==> config.mk <==
export PLATFORM = sky130hd
export DESIGN_NAME = viterbi_deinterleave_decoder_unit_flat
export DESIGN_NICKNAME = d
export VERILOG_FILES = /design/src/rtl/vdd_pkg.sv /design/src/rtl/vdd_if.sv /design/src/rtl/viterbi_deinterleave_decoder_unit.sv /design/src/rtl/vdd_acs_unit.sv /design/src/rtl/vdd_out_buf.sv /design/src/flat_wrapper.sv
export VERILOG_INCLUDE_DIRS = /design/src /design/src/rtl
export SDC_FILE = /design/constraint.sdc
export NUM_CORES = 1
export LEC_CHECK = 0
export BUFFER_PORTS_ARGS = -buffer_cell sky130_fd_sc_hd__buf_2
export CAP_MARGIN = 20
export CORE_UTILIZATION = 38
export CTS_CLUSTER_SIZE = 8
export DETAILED_ROUTE_END_ITERATION = 6
export HOLD_SLACK_MARGIN = 0.08
export MAX_ROUTING_LAYER = met4
export SYNTH_ARGS = -nofsm -noshare
export SYNTH_HDL_FRONTEND = slang
export SYNTH_SLANG_ARGS = --single-unit
==> constraint.sdc <==
create_clock -name clk_i -period 38.7 [get_ports clk_i]
set_input_delay 3.87 -clock clk_i [delete_from_list [all_inputs] [get_ports clk_i]]
set_output_delay 3.87 -clock clk_i [all_outputs]
set_load 0.02 [all_outputs]
==> src/rtl/viterbi_deinterleave_decoder_unit_macros.svh <==
// assertion macros for the viterbi de-interleaving decoder
`ifndef VITERBI_DEINTERLEAVE_DECODER_UNIT_MACROS_SVH
`define VITERBI_DEINTERLEAVE_DECODER_UNIT_MACROS_SVH

// same-cycle implication under reset
`define VDD_ASSERT_IMP(name, clk, rst_n, ante, cons, msg) \
  name: assert property (@(posedge clk) disable iff (!(rst_n)) (ante) |-> (cons)) else $error(msg);

// next-cycle implication under reset
`define VDD_ASSERT_NXT(name, clk, rst_n, ante, cons, msg) \
  name: assert property (@(posedge clk) disable iff (!(rst_n)) (ante) |=> (cons)) else $error(msg);

`endif

==> src/rtl/vdd_pkg.sv <==
// shared types, constants and helpers for the viterbi de-interleaving decoder
`timescale 1ns / 1ps
package vdd_pkg;

  localparam int unsigned SurvivorBits = 32;
  localparam int unsigned NumStates    = 8;
  localparam int unsigned SymPerBlock  = 16;
  localparam int unsigned MaxOut       = 4;

  localparam int unsigned CntW  = $clog2(SurvivorBits + 1);
  localparam int unsigned SymW  = $clog2(SymPerBlock);
  localparam int unsigned IdxW  = $clog2(MaxOut);
  localparam int unsigned OcntW = $clog2(MaxOut + 1);

  typedef logic [7:0]              cost_t;
  typedef logic [SurvivorBits-1:0] path_t;
  typedef logic [CntW-1:0]         bitcnt_t;

  localparam cost_t StartCost = 8'd100;

  // expected symbol from each of the two sources of a destination state
  localparam logic [1:0] ExpectSym [NumStates][2] = '{
    '{2'd0, 2'd3}, '{2'd3, 2'd0}, '{2'd1, 2'd2}, '{2'd2, 2'd1},
    '{2'd3, 2'd0}, '{2'd0, 2'd3}, '{2'd2, 2'd1}, '{2'd1, 2'd2}
  };

  typedef enum logic [2:0] {
    StIdle,
    StStep,
    StFlush,
    StNorm,
    StDrain
  } vdd_state_e;

  // control from the sequencer to the result buffer
  typedef struct packed {
    logic       clr;
    logic       wr_en;
    logic [7:0] data;
    logic       pkt_end;
    logic       start;
  } buf_ctl_t;

  // status from the result buffer
  typedef struct packed {
    logic             busy;
    logic [OcntW-1:0] count;
  } buf_st_t;

  // hamming weight of a two-bit symbol
  function automatic logic [1:0] weight2(logic [1:0] v);
    return 2'(v[0]) + 2'(v[1]);
  endfunction

endpackage

==> src/rtl/vdd_if.sv <==
// valid/ready channel interfaces for input items and decoded bytes
`timescale 1ns / 1ps
interface vdd_in_if;
  logic        valid;
  logic        ready;
  logic        start_packet;
  logic [31:0] received_word;
  logic [7:0]  bytes_remaining;

  modport source (output valid, start_packet, received_word, bytes_remaining, input ready);
  modport sink   (input valid, start_packet, received_word, bytes_remaining, output ready);
endinterface

interface vdd_out_if;
  logic       valid;
  logic       ready;
  logic [7:0] decoded_byte;
  logic       last_of_item;
  logic       packet_end;

  modport source (output valid, decoded_byte, last_of_item, packet_end, input ready);
  modport sink   (input valid, decoded_byte, last_of_item, packet_end, output ready);
endinterface

==> src/rtl/viterbi_deinterleave_decoder_unit.sv <==
// viterbi de-interleaving decoder top level: sequencer, trellis state and result buffer
//
// Input channel in_i carries one item per handshake: a start mark (start_packet = 1),
// which clears the trellis state when it is accepted and yields no bytes, or a 32-bit block
// of interleaved received data with the count of bytes still expected.
// A data block is taken apart into up to 16 two-bit symbols, one per cycle, and a single
// eight-wide add-compare-select unit advances the trellis once per cycle.
// Decoded bytes (up to four per block) are collected in a small buffer and then
// sent on out_o one per cycle while out_o is ready, the last one flagged with last_of_item.
// Each block is accepted, stepped symbol by symbol, then either normalised or flushed
// byte by byte, and its bytes are delivered before the block returns to idle.
// in_i.ready is high only while the block is idle; one item is in work at a time.
// When out_o stalls, the current byte holds and the block waits before taking
// the next item.
// Reset (rst_ni low, asynchronous) puts state 0 at cost 0, all other states at 100,
// clears the survivor paths and the path bit count, and drops any pending bytes.
`timescale 1ns / 1ps
`include "viterbi_deinterleave_decoder_unit_macros.svh"
module viterbi_deinterleave_decoder_unit (
  input  logic     clk_i,
  input  logic     rst_ni,
  vdd_in_if.sink   in_i,
  vdd_out_if.source out_o
);
  import vdd_pkg::*;

  vdd_state_e state_q, state_d;

  cost_t   cost_q  [NumStates];
  path_t   path_q  [NumStates];
  cost_t   ncost   [NumStates];
  path_t   npath   [NumStates];
  bitcnt_t cnt_q;
  logic [31:0]     word_q;
  logic [7:0]      rem_q;
  logic            wrap_q;
  logic [SymW-1:0] sym_q;

  logic        accept;
  logic [4:0]  sym_pos;
  logic [1:0]  sym;
  bitcnt_t     cnt_inc, cnt_after, flush_sh;
  logic        emit_full;
  logic [7:0]  rem_after;
  logic        wrap_after;
  logic        flush_hit;
  logic        flush_more;
  logic        last_sym;
  cost_t       min_cost;

  buf_ctl_t buf_ctl;
  buf_st_t  buf_st;

  // symbol extraction: lane 3-s[1:0], group s[3:2]
  assign sym_pos = {~sym_q[1:0], sym_q[3:2], 1'b0};
  assign sym     = word_q[sym_pos +: 2];

  vdd_acs_unit u_acs (
    .sym_i   (sym),
    .cost_i  (cost_q),
    .path_i  (path_q),
    .ncost_o (ncost),
    .npath_o (npath)
  );

  // path bit bookkeeping for the current step
  assign cnt_inc    = cnt_q + CntW'(1);
  assign emit_full  = (cnt_inc == CntW'(SurvivorBits));
  assign cnt_after  = emit_full ? (cnt_inc - CntW'(8)) : cnt_inc;
  assign rem_after  = emit_full ? (rem_q - 8'd1) : rem_q;
  assign wrap_after = wrap_q | (emit_full && (rem_q == 8'd0));
  assign flush_hit  = !wrap_after && (rem_after <= 8'd3)
                      && (cnt_after == CntW'({rem_after[1:0], 3'b011}));
  assign last_sym   = (sym_q == SymW'(SymPerBlock - 1));
  assign flush_more = (cnt_q >= CntW'(8));
  assign flush_sh   = cnt_q - CntW'(8);
  assign accept     = in_i.valid && in_i.ready;

  // minimum cost over all states for normalisation
  always_comb begin
    min_cost = cost_q[0];
    for (int k = 1; k < NumStates; k++) begin
      if (cost_q[k] < min_cost) min_cost = cost_q[k];
    end
  end

  // next state
  always_comb begin
    state_d = state_q;
    unique case (state_q)
      StIdle: begin
        if (accept && !in_i.start_packet) state_d = StStep;
      end
      StStep: begin
        if (flush_hit) state_d = StFlush;
        else if (last_sym) state_d = StNorm;
      end
      StFlush: begin
        if (!flush_more) state_d = StDrain;
      end
      StNorm:  state_d = StDrain;
      StDrain: begin
        if (!buf_st.busy) state_d = StIdle;
      end
      default: state_d = StIdle;
    endcase
  end

  // sequencer outputs
  always_comb begin
    in_i.ready      = 1'b0;
    buf_ctl         = '0;
    unique case (state_q)
      StIdle: begin
        in_i.ready  = 1'b1;
        buf_ctl.clr = in_i.valid && !in_i.start_packet;
      end
      StStep: begin
        buf_ctl.wr_en   = emit_full;
        buf_ctl.data    = npath[0][SurvivorBits-1 -: 8];
        buf_ctl.pkt_end = 1'b0;
      end
      StFlush: begin
        buf_ctl.wr_en   = flush_more;
        buf_ctl.data    = 8'(path_q[0] >> flush_sh);
        buf_ctl.pkt_end = 1'b1;
        buf_ctl.start   = !flush_more;
      end
      StNorm: begin
        buf_ctl.start = 1'b1;
      end
      StDrain: begin
        buf_ctl = '0;
      end
      default: buf_ctl = '0;
    endcase
  end

  // state register
  always_ff @(posedge clk_i or negedge rst_ni) begin
    if (!rst_ni) state_q <= StIdle;
    else         state_q <= state_d;
  end

  // trellis state: costs, survivor paths and bit count
  always_ff @(posedge clk_i or negedge rst_ni) begin
    if (!rst_ni) begin
      for (int k = 0; k < NumStates; k++) begin
        cost_q[k] <= (k == 0) ? '0 : StartCost;
        path_q[k] <= '0;
      end
      cnt_q <= '0;
    end else begin
      unique case (state_q)
        StIdle: begin
          if (accept && in_i.start_packet) begin
            for (int k = 0; k < NumStates; k++) begin
              cost_q[k] <= (k == 0) ? '0 : StartCost;
              path_q[k] <= '0;
            end
            cnt_q <= '0;
          end
        end
        StStep: begin
          cost_q <= ncost;
          path_q <= npath;
          cnt_q  <= cnt_after;
        end
        StFlush: begin
          if (flush_more) cnt_q <= flush_sh;
        end
        StNorm: begin
          for (int k = 0; k < NumStates; k++) cost_q[k] <= cost_q[k] - min_cost;
        end
        StDrain: cnt_q <= cnt_q;
        default: cnt_q <= cnt_q;
      endcase
    end
  end

  // block context: remaining byte count, wrap flag and symbol index (the word register follows)
  always_ff @(posedge clk_i or negedge rst_ni) begin
    if (!rst_ni) begin
      sym_q  <= '0;
      rem_q  <= '0;
      wrap_q <= 1'b0;
    end else if (state_q == StIdle) begin
      if (accept && !in_i.start_packet) begin
        sym_q  <= '0;
        rem_q  <= in_i.bytes_remaining;
        wrap_q <= 1'b0;
      end
    end else if (state_q == StStep) begin
      sym_q  <= sym_q + SymW'(1);
      rem_q  <= rem_after;
      wrap_q <= wrap_after;
    end
  end

  always_ff @(posedge clk_i) begin
    if (accept && !in_i.start_packet) word_q <= in_i.received_word;
  end

  vdd_out_buf u_out_buf (
    .clk_i  (clk_i),
    .rst_ni (rst_ni),
    .ctl_i  (buf_ctl),
    .st_o   (buf_st),
    .out_o  (out_o)
  );

  // checks on sequencing and bookkeeping
  `VDD_ASSERT_IMP(a_no_accept_while_drain, clk_i, rst_ni, out_o.valid, !in_i.ready, "input accepted while bytes pending")
  `VDD_ASSERT_IMP(a_bitcnt_range, clk_i, rst_ni, 1'b1, cnt_q < CntW'(SurvivorBits), "path bit count out of range")
  `VDD_ASSERT_IMP(a_buf_count, clk_i, rst_ni, 1'b1, buf_st.count <= OcntW'(MaxOut), "result buffer overfilled")
  `VDD_ASSERT_NXT(a_step_not_idle, clk_i, rst_ni, state_q == StStep, state_q != StIdle, "symbol step returned straight to idle")

endmodule

==> src/rtl/vdd_acs_unit.sv <==
// add-compare-select over all eight trellis states for one symbol
`timescale 1ns / 1ps
module vdd_acs_unit (
  input  logic [1:0]     sym_i,
  input  vdd_pkg::cost_t cost_i  [vdd_pkg::NumStates],
  input  vdd_pkg::path_t path_i  [vdd_pkg::NumStates],
  output vdd_pkg::cost_t ncost_o [vdd_pkg::NumStates],
  output vdd_pkg::path_t npath_o [vdd_pkg::NumStates]
);
  import vdd_pkg::*;

  cost_t c0 [NumStates];
  cost_t c1 [NumStates];
  logic  sel_b [NumStates];

  // branch costs, compare, survivor extension; ties go to the first source
  always_comb begin
    for (int d = 0; d < NumStates; d++) begin
      c0[d] = cost_i[d / 2] + cost_t'(weight2(sym_i ^ ExpectSym[d][0]));
      c1[d] = cost_i[d / 2 + NumStates / 2] + cost_t'(weight2(sym_i ^ ExpectSym[d][1]));
      sel_b[d] = (c0[d] > c1[d]);
      ncost_o[d] = sel_b[d] ? c1[d] : c0[d];
      npath_o[d] = sel_b[d]
        ? {path_i[d / 2 + NumStates / 2][SurvivorBits-2:0], 1'(d)}
        : {path_i[d / 2][SurvivorBits-2:0], 1'(d)};
    end
  end

endmodule

==> src/rtl/vdd_out_buf.sv <==
// per-block result buffer that collects up to four bytes and drains them
`timescale 1ns / 1ps
module vdd_out_buf (
  input  logic              clk_i,
  input  logic              rst_ni,
  input  vdd_pkg::buf_ctl_t ctl_i,
  output vdd_pkg::buf_st_t  st_o,
  vdd_out_if.source         out_o
);
  import vdd_pkg::*;

  logic [7:0]       data_q [MaxOut];
  logic             end_q  [MaxOut];
  logic [OcntW-1:0] cnt_q, cnt_d;
  logic [IdxW-1:0]  rd_q, rd_d;
  logic             busy_q, busy_d;
  logic             wr_ok;
  logic             at_last;

  assign wr_ok   = ctl_i.wr_en && (cnt_q < OcntW'(MaxOut));
  assign at_last = ({1'b0, rd_q} == (cnt_q - OcntW'(1)));

  // fill count and drain pointer
  always_comb begin
    cnt_d  = cnt_q;
    rd_d   = rd_q;
    busy_d = busy_q;
    if (ctl_i.clr) begin
      cnt_d = '0;
    end else if (wr_ok) begin
      cnt_d = cnt_q + OcntW'(1);
    end
    if (ctl_i.start) begin
      busy_d = (cnt_q != '0);
      rd_d   = '0;
    end else if (busy_q && out_o.ready) begin
      if (at_last) begin
        busy_d = 1'b0;
      end else begin
        rd_d = rd_q + IdxW'(1);
      end
    end
  end

  always_ff @(posedge clk_i or negedge rst_ni) begin
    if (!rst_ni) begin
      cnt_q  <= '0;
      rd_q   <= '0;
      busy_q <= 1'b0;
    end else begin
      cnt_q  <= cnt_d;
      rd_q   <= rd_d;
      busy_q <= busy_d;
    end
  end

  // byte storage, extra bytes beyond the fourth are dropped
  always_ff @(posedge clk_i) begin
    if (wr_ok && !ctl_i.clr) begin
      data_q[cnt_q[IdxW-1:0]] <= ctl_i.data;
      end_q[cnt_q[IdxW-1:0]]  <= ctl_i.pkt_end;
    end
  end

  assign out_o.valid        = busy_q;
  assign out_o.decoded_byte = data_q[rd_q];
  assign out_o.packet_end   = end_q[rd_q];
  assign out_o.last_of_item = at_last;

  assign st_o.busy  = busy_q;
  assign st_o.count = cnt_q;

endmodule

==> src/flat_wrapper.sv <==
// flat-port wrapper written by rule: the top's interface ports become plain ports
module viterbi_deinterleave_decoder_unit_flat import vdd_pkg::*;
  (clk_i, rst_ni, in_i_valid, in_i_start_packet, in_i_received_word, in_i_bytes_remaining, in_i_ready, out_o_valid, out_o_decoded_byte, out_o_last_of_item, out_o_packet_end, out_o_ready);
  vdd_in_if in_i_i ();
  vdd_out_if out_o_i ();
  input  logic clk_i;
  input  logic rst_ni;
  input wire logic [$bits(in_i_i.valid)-1:0] in_i_valid;
  input wire logic [$bits(in_i_i.start_packet)-1:0] in_i_start_packet;
  input wire logic [$bits(in_i_i.received_word)-1:0] in_i_received_word;
  input wire logic [$bits(in_i_i.bytes_remaining)-1:0] in_i_bytes_remaining;
  output wire logic [$bits(in_i_i.ready)-1:0] in_i_ready;
  output wire logic [$bits(out_o_i.valid)-1:0] out_o_valid;
  output wire logic [$bits(out_o_i.decoded_byte)-1:0] out_o_decoded_byte;
  output wire logic [$bits(out_o_i.last_of_item)-1:0] out_o_last_of_item;
  output wire logic [$bits(out_o_i.packet_end)-1:0] out_o_packet_end;
  input wire logic [$bits(out_o_i.ready)-1:0] out_o_ready;
  assign in_i_i.valid = in_i_valid;
  assign in_i_i.start_packet = in_i_start_packet;
  assign in_i_i.received_word = in_i_received_word;
  assign in_i_i.bytes_remaining = in_i_bytes_remaining;
  assign in_i_ready = in_i_i.ready;
  assign out_o_valid = out_o_i.valid;
  assign out_o_decoded_byte = out_o_i.decoded_byte;
  assign out_o_last_of_item = out_o_i.last_of_item;
  assign out_o_packet_end = out_o_i.packet_end;
  assign out_o_i.ready = out_o_ready;
  viterbi_deinterleave_decoder_unit u_core (.clk_i(clk_i), .rst_ni(rst_ni), .in_i(in_i_i), .out_o(out_o_i));
endmodule
==> results of run 1 <==
==> registers in the layout, summed over array words and instances, names as in the netlist <==
signal,cells
u_core.path_q,218
u_core.cost_q,64
u_core.u_out_buf.data_q,32
u_core.word_q,32
u_core.rem_q,8
u_core.cnt_q,6
u_core.sym_q,4
u_core.u_out_buf.end_q,4
u_core.state_q,3
u_core.u_out_buf.cnt_q,3
u_core.u_out_buf.rd_q,2
u_core.u_out_buf.out_o.valid,1
u_core.wrap_q,1
==> area by class of cell <==
class                           count  area share
Multi-Input combinational cell   2336      0.5459
Sequential cell                   378      0.3275
Clock buffer                       86     0.05008
Tap cell                          940     0.03920
Timing Repair Buffer               92     0.01910
Inverter                          110     0.01376
Clock inverter                      6    0.004503
==> metrics by stage <==
step / utilization / std cells / hold slack [ns]
6_report: 0.4255 / 3948 / 0.4801
5_1_grt: 0.4255 / 3948 / 0.5078
4_1_cts: 0.4255 / 3948 / 0.4821
3_5_place_dp: 0.4023 / 3856 / 0.4700
3_3_place_gp: 0.4023 / 3856 / 0.4628
2_1_floorplan: - / 3032 / 0.4492
==> cell usage in the layout, fill, tap and decap left out, drive strengths merged, types with 16 or more instances in the layout <==
master  count
a211oi     38
a21o       43
a21oi     197
a22oi      17
a31oi      25
and2       17
buf        92
clkbuf     86
dfrtp     289
dfstp      21
edfxtp     68
fa         16
ha        166
inv       109
mux2i     272
mux4       28
nand2     404
nand2b     25
nand3      60
nand4      28
nor2      192
nor2b      32
nor3       20
o211ai     25
o21ai     334
o221ai     18
o22ai      23
xnor2     122
xor2       40
==> cell families (layout without fill, tap and decap cells) <==
group | count (synthesis) | in the layout | share of synthesized area
AO/OA/AOI/OAI | 833 | 833 | 0.1879
XOR/XNOR | 162 | 162 | 0.05198
adder cells (fa/ha/maj) | 194 | 194 | 0.09227
buffers and inverters | 318 | 294 | 0.04519
flip-flops | 378 | 378 | 0.3599
multiplexers | 311 | 311 | 0.1275
AND/OR/NAND/NOR | 836 | 836 | 0.1352
==> layer usage <==
layer / GRT usage / vias to the layer above / part of all wire
met3: 0.02392 / 144 / 0.044
met5: - / - / 0
met4: 0.08388 / 0 / 0.036
li1: - / 10760 / -
met1: 0.2820 / 10770 / 0.45
met2: 0.3575 / 536 / 0.47
==> path summary, 6_finish.rpt <==
| check | from | endpoint | cells past startpoint |
|---|---|---|---|
| max in group asynchronous | rst_ni | u_core.path_q[17]$_DFFE_PN0P_ | 2 |
| worst max register to register | u_core.cost_q[58]$_DFFE_PN0P_ | u_core.cost_q[23]$_DFFE_PN0P_ | 67 |
| worst max-delay path | u_core.cost_q[58]$_DFFE_PN0P_ | u_core.cost_q[23]$_DFFE_PN0P_ | 67 |
| min in group asynchronous | rst_ni | u_core.path_q[196]$_DFFE_PN0P_ | 1 |
| worst min-delay path | u_core.path_q[92]$_DFFE_PN0P_ | u_core.path_q[92]$_DFFE_PN0P_ | 2 |
| worst min register to register | u_core.path_q[92]$_DFFE_PN0P_ | u_core.path_q[92]$_DFFE_PN0P_ | 2 |
==> worst register-to-register path: cells and delay by family (launching register included) <==
| family | cells | cell delay, ns |
|---|---|---|
| DFF | 1 | 0.77 |
| AOI/OAI and AO/OA | 31 | 8.25 |
| muxes | 4 | 2.07 |
| buffers and inverters | 5 | 0.52 |
| and+or+nand+nor | 19 | 4.06 |
| adders and majority gates | 8 | 2.18 |
==> reports/qor.txt, run 1 <==
TIMING
-------------------------------------------------------------------------------------------------
Final Skew                                                                             0.05910 ns
Setup ws final                                                                           20.72 ns
Tcrit/Tclk final                                                                           0.4647
Number of pins exceeding their max-slew limit in the final report                               0
Final count of hold timing violations                                                           0
Final setup violation count                                                                     0
RSZ-0062 raised after global routing                                                           no
Highest attainable clock frequency                                                      55.61 MHz
Relative slew margins                                                                      0.2523
Transition time of the tightest slew-check pin                                           1.098 ns
Total Neg Setup Slack                                                                        0 ns
Minimum period implied by the final worst setup slack                                    17.98 ns

FINISH
-------------------------------------------------------------------------------------------------
Fill cell count                                                                              6919
Total Nets Final                                                                             3200
Final cell area excluding filler cells                                                0.03001 mm²
Growth of design area from synthesis to finish                                             9.924%
Area taken by flip-flops and latches                                                 0.009827 mm²
Number of inserted diodes                                                                       0
Ratio of cells with drive above 1 in the final layout                                     0.09076
Area of combinational cells with multiple inputs                                      0.01638 mm²

PLACEMENT
-------------------------------------------------------------------------------------------------
HPWL after detailed placement                                                            53580 µm
Total cell area at the placement stage                                                0.02837 mm²
Worst slack, placed                                                                      20.90 ns
Buffers added on ports                                                                         56
Final RePlAce weighted congestion                                                          0.9506

WORST SETUP PATH
-------------------------------------------------------------------------------------------------
Worst-path cell with the longest stage delay                                         sky130_fd_sc_hd__mux2i_4
Data arrival time at the worst-slack endpoint                                            18.46 ns
Register-to-Register Setup Slack                                                         20.72 ns
Category of the worst setup path launch point                                                flop
Maximum single-stage delay on the critical path                                           0.98 ns
Max Fanout on Critical Path                                                                    29
Most common cell on crit path                                                        sky130_fd_sc_hd__a21oi_1
Number of buffer and inverter stages on the critical path                                       5
Largest delay contributor family on the critical path                                compound AO/OA/AOI/OAI gates
Critical path capture point type                                                             flop
Data required time of the worst path                                                     39.18 ns
WS Path Type                                                                           reg -> reg

GRT
-------------------------------------------------------------------------------------------------
First-pass GRT wire length                                                              125000 µm
Antenna violations before repair                                                                0
Global route total overflow                                                                     0
Global routing usage summed across all routing layers                                      0.2203
Pin count of the biggest net entering global routing                                          137
Via count of the first global-routing pass                                                 21.64k

CLOCK NETWORK
-------------------------------------------------------------------------------------------------
CTS H-tree depth                                                                                2
Buffer levels on the longest clock path                                                         3
Clock slew at the register clock pins of the worst setup and hold paths                   0.06 ns
Num CTS Buffers                                                                                55
Clk_lat worst skew                                                                        0.65 ns
Clock tree root buffer cell                                                          sky130_fd_sc_hd__clkbuf_16
Clock sink count                                                                              378
TritonCTS clock tree                                                                         done
Number of setup buffers added after CTS                                                         0
Hold buffer count at cts                                                                        0
Post-CTS Resized                                                                                0

ROUTE
-------------------------------------------------------------------------------------------------
First drt pass iteration count                                                                  5
Number of vias per cell after detailed routing                                              5.626
Total via count in the routed design                                                       22.21k
WL per Instance                                                                          19.91 µm
Total wire length                                                                        78590 µm
Number of remaining DRC errors                                                                  0
Initial DRC Count                                                                            1755
Antenna Nets Post-Route                                                                         0

RUN STATUS
-------------------------------------------------------------------------------------------------
Outcome                                                                              complete, no violations

FLOORPLANNING
-------------------------------------------------------------------------------------------------
Total core area                                                                       0.07051 mm²
I/O pin total                                                                                  57
Die Y-Extent                                                                             270.0 µm
Row count                                                                                      97
Die outline area                                                                      0.07291 mm²
Initial core utilization                                                                   0.3871
Width of the chip                                                                        270.0 µm

LOGIC SYNTHESIS
-------------------------------------------------------------------------------------------------
Number of storage elements in the synthesis netlist                                           378
Net Count, Synth                                                                             3259
Top post-synthesis cells by count                                                    403 x sky130_fd_sc_hd__nand2_1, 325 x sky130_fd_sc_hd__o21ai_0, 289 x sky130_fd_sc_hd__dfrtp_1, 272 x sky130_fd_sc_hd__mux2i_1, 195 x sky130_fd_sc_hd__a21oi_1
Sequential-to-total area share from yosys stat                                             0.3599
Largest cells by area after synthesis                                                sky130_fd_sc_hd__dfrtp_1 26%, sky130_fd_sc_hd__mux2i_1 10%, sky130_fd_sc_hd__ha_1 7.6%, sky130_fd_sc_hd__edfxtp_1 7.5%, sky130_fd_sc_hd__o21ai_0 6.0%
Cell taking the most area after synthesis                                            sky130_fd_sc_hd__dfrtp_1
Number of synthesized flops with an enable pin                                                 68
Syn Std Cell Area                                                                     0.02730 mm²
Post-synth top area share                                                                  0.2649
Yosys synthesis warning count                                                                   0
Synth async-reset ratio                                                                    0.8201
Per-instance average area after synthesis                                               9.003 µm²
Most used flip-flop cell after synthesis                                             sky130_fd_sc_hd__dfrtp_1
Cell with the most instances after synthesis                                         sky130_fd_sc_hd__nand2_1
Post-Syn Instances                                                                           3032
Number of distinct library cell variants in the gate-level netlist after synthesis             94

RUN
-------------------------------------------------------------------------------------------------
Number of maximum-capacitance violations                                                        0

MIN PATH
-------------------------------------------------------------------------------------------------
Worst min path class                                                                   reg -> reg

Power of run 1 is left out: the tool's default activity adds up to more than one toggle a clock period on the data nets, which glitch-free logic cannot reach.
==> inputs of run 2 (changes only) <==
- clock period: 38.7 -> 17.4 ns (I/O delays scaled with it)
==> reports/qor.txt, run 2 (synthesis gave the netlist of run 1 again) <==
CLOCK NETWORK
--------------------------------------------------------------------------------------
TritonCTS clock tree                                                              done
Num CTS Buffers                                                                     54   -1.8%
Clock sink count                                                                   378   unchanged
Clk_lat worst skew                                                             0.63 ns   -0.02 ns
Clock tree root buffer cell                                               sky130_fd_sc_hd__clkbuf_16
Buffer levels on the longest clock path                                              3   unchanged
Clock slew at the register clock pins of the worst setup and hold paths        0.06 ns   about the same
CTS H-tree depth                                                                     2   unchanged

FLOORPLANNING
--------------------------------------------------------------------------------------
Total core area                                                            0.07051 mm²   unchanged
Die Y-Extent                                                                  270.0 µm   unchanged
Initial core utilization                                                        0.3871   unchanged
Width of the chip                                                             270.0 µm   unchanged
I/O pin total                                                                       57   unchanged
Die outline area                                                           0.07291 mm²   unchanged
Row count                                                                           97   unchanged

TIMING
--------------------------------------------------------------------------------------
Transition time of the tightest slew-check pin                                1.097 ns   -0.0009215 ns
Number of pins exceeding their max-slew limit in the final report                    0   unchanged
Final count of hold timing violations                                                0   unchanged
Total Neg Setup Slack                                                             0 ns   unchanged
Minimum period implied by the final worst setup slack                         16.23 ns   -1.757 ns
Final Skew                                                                  0.05712 ns   -0.001983 ns
Final setup violation count                                                          0   unchanged
Relative slew margins                                                           0.2685   +0.01626
Tcrit/Tclk final                                                                0.9325   +0.4678
Post-route worst hold slack                                                  0.4737 ns   -0.006376 ns
Highest attainable clock frequency                                           61.63 MHz   +11%

MIN PATH
--------------------------------------------------------------------------------------
Worst min path class                                                        reg -> reg

ROUTE
--------------------------------------------------------------------------------------
Total wire length                                                             79450 µm   +1.1%
Number of remaining DRC errors                                                       0   unchanged
Antenna Nets Post-Route                                                              0   unchanged
Initial DRC Count                                                                 1624   -7.5%
Number of vias per cell after detailed routing                                   5.687   +1.1%
WL per Instance                                                               20.05 µm   +0.73%
Total via count in the routed design                                            22.53k   +1.5%
First drt pass iteration count                                                       6   +1

FINISH
--------------------------------------------------------------------------------------
Register with the most flip-flops                                         u_core.path_q
Commonest cells after routing, fill and taps aside                        400 x sky130_fd_sc_hd__nand2_1, 324 x sky130_fd_sc_hd__o21ai_0, 286 x sky130_fd_sc_hd__dfrtp_1, 270 x sky130_fd_sc_hd__mux2i_1
Total Nets Final                                                                  3220   +0.63%
Ratio of cells with drive above 1 in the final layout                          0.09993   +0.009176
Number of inserted diodes                                                            0   unchanged
Fill cell count                                                                   6919   unchanged
Growth of design area from synthesis to finish                                  10.47%
Largest registers                                                         u_core.path_q (218), u_core.cost_q (64)
Flip-flop count of the largest register after layout                               218   unchanged
Most common library cell in the layout ignoring fill and taps             sky130_fd_sc_hd__nand2_1

WORST SETUP PATH
--------------------------------------------------------------------------------------
Largest delay contributor family on the critical path                     compound AO/OA/AOI/OAI gates
Maximum single-stage delay on the critical path                                0.57 ns   -0.41 ns
Data required time of the worst path                                          17.88 ns   -21.30 ns
Category of the worst setup path launch point                                     flop
Data arrival time at the worst-slack endpoint                                 16.71 ns   -1.75 ns
Max Fanout on Critical Path                                                         14   -52%
Worst-path cell with the longest stage delay                              sky130_fd_sc_hd__a222oi_1
Number of buffer and inverter stages on the critical path                            6   +1
Critical path capture point type                                                  flop
WS Path Type                                                                reg -> reg

RUN STATUS
--------------------------------------------------------------------------------------
Outcome                                                                   complete, no violations

PLACEMENT
--------------------------------------------------------------------------------------
Final RePlAce weighted congestion                                               0.9309   -2.1%
Buffers added on ports                                                              56   unchanged
HPWL after detailed placement                                                 54200 µm   +1.2%

GRT
--------------------------------------------------------------------------------------
Antenna violations before repair                                                     0   unchanged
Global routing usage summed across all routing layers                           0.2226   +0.002307
Global route total overflow                                                          0   unchanged
First-pass GRT wire length                                                   126300 µm   +1.1%
Pin count of the biggest net entering global routing                               138   +0.73%
Via count of the first global-routing pass                                      22.06k   +1.9%

RUN
--------------------------------------------------------------------------------------
Number of maximum-capacitance violations                                             0   unchanged

## run 2: cell types whose count changed in the layout (fill, tap and decap cells not counted), moves of 2 or more
cell	change
sky130_fd_sc_hd__buf_4	+20
sky130_fd_sc_hd__clkbuf_1	-5
sky130_fd_sc_hd__a211oi_1	-2
sky130_fd_sc_hd__a211oi_2	+2
sky130_fd_sc_hd__a21oi_1	-2
sky130_fd_sc_hd__dfrtp_1	-2
sky130_fd_sc_hd__dfrtp_2	+2
## run 2: path summary, 6_finish.rpt
kind	from	to	slack (ns)	cells after the start
min	u_core.path_q[92]$_DFFE_PN0P_	u_core.path_q[92]$_DFFE_PN0P_	0.47	2
max reg2reg	u_core.cost_q[61]$_DFFE_PN0P_	u_core.cost_q[7]$_DFFE_PN0P_	1.17	70
min reg2reg	u_core.path_q[92]$_DFFE_PN0P_	u_core.path_q[92]$_DFFE_PN0P_	0.47	2
max	u_core.cost_q[61]$_DFFE_PN0P_	u_core.cost_q[7]$_DFFE_PN0P_	1.17	70
min in group asynchronous	rst_ni	u_core.path_q[133]$_DFFE_PN0P_	1.14	1
max in group asynchronous	rst_ni	u_core.path_q[17]$_DFFE_PN0P_	14.88	2
## run 2: layer usage
layer,track usage,wire (µm)
met1,0.2814,35010
met2,0.3558,36850
met3,0.02774,3817
met4,0.1000,3774
met5,-,0
## run 2: final cells by class
| class | count | area [µm²] | share of cell area |
|---|---|---|---|
| multi-input combinational | 2336 | 16420 | 0.5445 |
| inverter | 110 | 416.7 | 0.01382 |
| clock buffer | 81 | 1484 | 0.04921 |
| tap | 940 | 1176 | 0.03900 |
| sequential | 378 | 9829 | 0.3260 |
| clock inverter | 4 | 85.08 | 0.002821 |
| timing repair buffer | 113 | 743.2 | 0.02465 |
## run 2: worst min-delay path: cells and delay by family (launching register included)
kind	cells	cell delay [ns]
AO/OA/AOI/OAI	1	0.06
flip-flops	1	0.34
AND/OR/NAND/NOR	1	0.05
## run 2: timing repair
action | in CTS | in global routing
gates resized for setup | 0 | 14
hold buffers | 0 | 0
endpoints found under the setup margin | 0 | 57
setup buffers | 0 | 8
## run 2: through the flow
| step | instances | utilization | worst slack [ns] | cell area, µm² |
|---|---|---|---|---|
| after floorplan | 3032 | - | 0.7684 | 27300 |
| after global placement | 3869 | 0.4036 | 0.5215 | 28460 |
| after detailed placement | 3869 | 0.4036 | 0.1976 | 28460 |
| after CTS | 3954 | 0.4259 | 0.1315 | 30030 |
| after global routing | 3962 | 0.4276 | -0.02401 | 30160 |
| final | 3962 | 0.4276 | 1.174 | 30160 |
Power of run 2 is left out for the same reason.
